File: src/rtl/core/cstt_pkg.sv
// Package for the concurrent search tracking table.
// Holds table geometry, request codes, the controller state type and the
// structures passed between the controller and the set update logic.
package cstt_pkg;

	localparam int SET_COUNT = 4096;
	localparam int WAY_COUNT = 4;
	localparam int SET_BITS = $clog2(SET_COUNT);
	localparam int HASH_W = 64;
	localparam int DEPTH_W = 8;

	localparam logic OP_START = 1'b0;
	localparam logic OP_END = 1'b1;

	localparam logic signed [DEPTH_W-1:0] MIN_DEFER_DEPTH_RST = 8'sd3;

	typedef logic [HASH_W-1:0] hash_t;
	typedef logic [WAY_COUNT-1:0][HASH_W-1:0] row_t;
	typedef logic [SET_BITS-1:0] set_idx_t;

	typedef enum logic [1:0] {
		ST_CLEAR,
		ST_IDLE,
		ST_UPDATE
	} state_t;

	typedef struct packed {
		logic  active;
		logic  op;
		hash_t hash;
	} req_t;

	typedef struct packed {
		logic wr;
		logic defer;
	} upd_t;

endpackage

File: src/rtl/core/cstt_set_logic.sv
// Compare and update logic for one set of the tracking table.
// Compares all ways against the request hash and forms the new set contents.
// Depends on cstt_pkg.
module cstt_set_logic (
	input  cstt_pkg::req_t req,
	input  cstt_pkg::row_t row_in,
	output cstt_pkg::row_t row_out,
	output cstt_pkg::upd_t upd
);

	logic [cstt_pkg::WAY_COUNT-1:0] hits;
	logic [cstt_pkg::WAY_COUNT-1:0] empties;
	logic [cstt_pkg::WAY_COUNT-1:0] first_empty;
	logic hit;
	logic any_empty;

	always_comb begin
		logic found;
		found = 1'b0;
		for (int w = 0; w < cstt_pkg::WAY_COUNT; w++) begin
			hits[w] = (row_in[w] == req.hash);
			empties[w] = (row_in[w] == '0);
			first_empty[w] = empties[w] && !found;
			found = found || empties[w];
		end
	end

	assign hit = |hits;
	assign any_empty = |empties;

	always_comb begin
		row_out = row_in;
		for (int w = 0; w < cstt_pkg::WAY_COUNT; w++) begin
			if (req.op == cstt_pkg::OP_START) begin
				if (first_empty[w]) begin
					row_out[w] = req.hash;
				end
			end else begin
				if (hits[w]) begin
					row_out[w] = '0;
				end
			end
		end
	end

	always_comb begin
		upd.defer = req.active && (req.op == cstt_pkg::OP_START) && hit;
		if (req.op == cstt_pkg::OP_START) begin
			upd.wr = req.active && !hit && any_empty;
		end else begin
			upd.wr = req.active && hit;
		end
	end

endmodule

File: config.mk
export PLATFORM = sky130hd
export DESIGN_NAME = cstt_set_logic
export DESIGN_NICKNAME = d
export VERILOG_FILES = /design/src/rtl/core/cstt_pkg.sv /design/src/rtl/core/cstt_set_logic.sv
export SDC_FILE = /design/constraint.sdc
export NUM_CORES = 1
export LEC_CHECK = 0
export BUFFER_PORTS_ARGS = -buffer_cell sky130_fd_sc_hd__buf_2
export CAP_MARGIN = 5
export CORE_AREA = 2 2 224 226
export DETAILED_ROUTE_END_ITERATION = 8
export DIE_AREA = 0 0 226 228
export PLACE_DENSITY_LB_ADDON = 0.1
export SLEW_MARGIN = 20
export SYNTH_ARGS = -nofsm -noshare
export SYNTH_HDL_FRONTEND = slang
export SYNTH_SLANG_ARGS = --single-unit
File: constraint.sdc
create_clock -name vclk -period 2.2
set_input_delay 0.11 -clock vclk [all_inputs]
set_output_delay 0.11 -clock vclk [all_outputs]
set_load 0.01 [all_outputs]
==> results.json <==
{
  "yosysSeqAreaShare_pct": 0,
  "period_share_pct": 119,
  "placed_area_sq_um": 13700,
  "drt_iter0_drc": 889,
  "layout.cells.non_filler": 2577,
  "fp.dieH_um": 228,
  "final_util_pct": 32.9,
  "max_cap_violations": 0,
  "ir_drop_mv": 0.0815,
  "start_util_pct": 13.9,
  "dp_cells": 2526,
  "whs_path_depth": 3,
  "max_stage_delay_ps": 470,
  "drtPass1Iterations": 5,
  "regArea_sq_um": 0,
  "flops_and_latches": 0,
  "status": "finished with violations",
  "port_buffers": 580,
  "synth_area_leaders": "xor2_1 (33%), a22o_1 (24%), nor4_1 (12%), buf_6 (5.7%), buf_2 (5.4%)",
  "cp.required_ps": 2090,
  "ys.warnings.count": 0,
  "critPathCaptureType": "output port",
  "worst_slack_ps": -407,
  "die_area_sq_um": 51500,
  "post-route-drc-count": 0,
  "num-nets-final": 2226,
  "crit_top_cell": "buf_6",
  "synth_area_leader_cell": "xor2_1",
  "setup_viol": 258,
  "hold_viol_final": 0,
  "postLayoutCellArea_sq_um": 16200,
  "grt_max_degree": 65,
  "leakagePower_nw": 8.07,
  "ant_nets": 0,
  "avgRoutedWirePerCell_um": 29.9,
  "synth_area_sq_um": 6870,
  "grt_pass1_vias": 11975,
  "fill_cells": 5424,
  "grt_setup_unrepaired": "yes",
  "startpoint_type": "primary input",
  "power_density_nw_per_um2": 205,
  "fp.coreArea_sq_um": 49300,
  "crit_path_cell_trace": "buf_6 -> nor4_4 -> buf_4 -> nand4_1 -> nor4_2 -> buf_4 -> buf_6 -> nor3b_2 -> a21oi_4 -> buf_6 -> buf_12 -> a22o_1 -> buf_2",
  "detailed_place_hpwl_um": 65300,
  "worst_pin_slew_ps": 623,
  "yosysUniqueCellTypes": 24,
  "overflow": 0,
  "final_max_slew_viol_count": 0,
  "grt_pass1_wl_um": 97000,
  "io_pins": 580,
  "yosysTopAreaCellShare_pct": 32.6,
  "syn-num-nets": 1271,
  "violations": "negative setup slack",
  "crit_slowest_cell": "nor4_4",
  "hp-class": "in2out",
  "syn_avg_cell_area_sq_um": 7.24,
  "arrival_ps": 2500,
  "cp_top_family": "buffers and inverters",
  "holdBufCountCts": 0,
  "std_cell_rows": 82,
  "path_max_fanout": 8,
  "die_x_um": 226,
  "viasPerCell": 4.72,
  "antenna_found_initial": 5,
  "cp.buffers_inverters": 7,
  "syn_to_final_growth_pct": 136,
  "drive_above_1_share_pct": 64.2,
  "hold_end": "upd[1]",
  "clock_buffers": 0,
  "grt_usage_pct": 27.0,
  "hp-start": "req[65]",
  "crit_type": "in2out",
  "slew_headroom_pct": 58.3,
  "synth_cells": 949,
  "gp_congestion": 0.949,
  "max_clock_freq_ghz": 0.384,
  "vias": 12169,
  "wl_um": 77100,
  "period_needed_ps": 2610
}
-- synthesized netlist by cell type (all sizes together), types with 2 or more instances --
cell    count
nor3b       3
buf       118
nor4      137
nor2        2
nor2b       2
a22o      192
nand4      32
clkbuf      7
nand2      65
xor2      256
o21ai      64
a21oi      67
-- power breakdown --
group	total (W)	internal [W]	leakage [nW]	switching, W
clock	0.000000000109	0.000000000109	0.0000190	0
sequential	0	0	0	0
combinational	0.00333	0.00151	8.07	0.00182
total	0.00333	0.00151	8.07	0.00182
-- per-stage QoR --
step	hold slack [ps]	setup TNS, ps	total power [W]	worst slack [ps]
3_3_place_gp	537	-265120	0.00296	-1160
4_1_cts	551	-96920	0.00304	-477
6_report	543	-84430	0.00333	-407
5_1_grt	574	-89450	0.00349	-422
2_1_floorplan	343	0	0.000973	343
3_5_place_dp	551	-226140	0.00295	-1140
-- layout make-up --
class                      count  area, sq um  share of cell area, %
tap                          672          841                   5.18
antenna                        3         7.51                 0.0463
timing repair buffer        1078         8120                   50.1
multi-input combinational    824         7250                   44.7
-- metal layers --
layer / GRT usage (%) / wire length, um / up-vias
met1: 34.4 / 31900 / 5972
met3: 2.95 / 4250 / 90
li1: - / - / 5506
met5: 0 / 21 / -
met4: 4.08 / 2440 / 4
met2: 49.3 / 38500 / 597
-- layout by cell type, fill, tap and decap left out, types with 47 or more instances in the layout --
cell     synthesis  final
nor4_1         132     70
buf_12           0     47
buf_6           35     81
buf_2           74    499
a22o_1         187    181
nand2_1         64     62
a21oi_1         65     54
o21ai_1         60     58
xor2_1         256    216
buf_4            9    419
-- how the worst max path moves through the flow --
stage | startpoint | to | slack (ps) | cells after the start
after CTS | row_in[23] | row_out[68] | -480 | 13
after global routing | row_in[106] | row_out[73] | -420 | 13
after floorplan | req[23] | row_out[131] | 340 | 9
final | row_in[20] | row_out[84] | -410 | 13
after detailed placement | row_in[206] | row_out[248] | -1140 | 10
after global placement | row_in[206] | row_out[246] | -1160 | 10
-- timing repair --
item / 4_1_cts / 5_1_grt
setup endpoints to repair: 258 / 258
endpoints found under the hold margin: 0 / 0
cloned: 1 / 22
buffers inserted: 4 / 27
pin swaps: 27 / 115
gates resized for setup: 70 / 301
-- cells by family (layout without fill, tap and decap cells) --
kind of cell,Yosys count,count (layout),synth area share (%)
AO/OA/AOI/OAI,323,323,34.3
XOR/XNOR,256,256,32.6
AND/OR/NAND/NOR,244,244,20.4
buffers and inverters,125,1078,12.5
multiplexers,1,1,0.146
other,0,3,0
(Power assumes the default switching activity.)
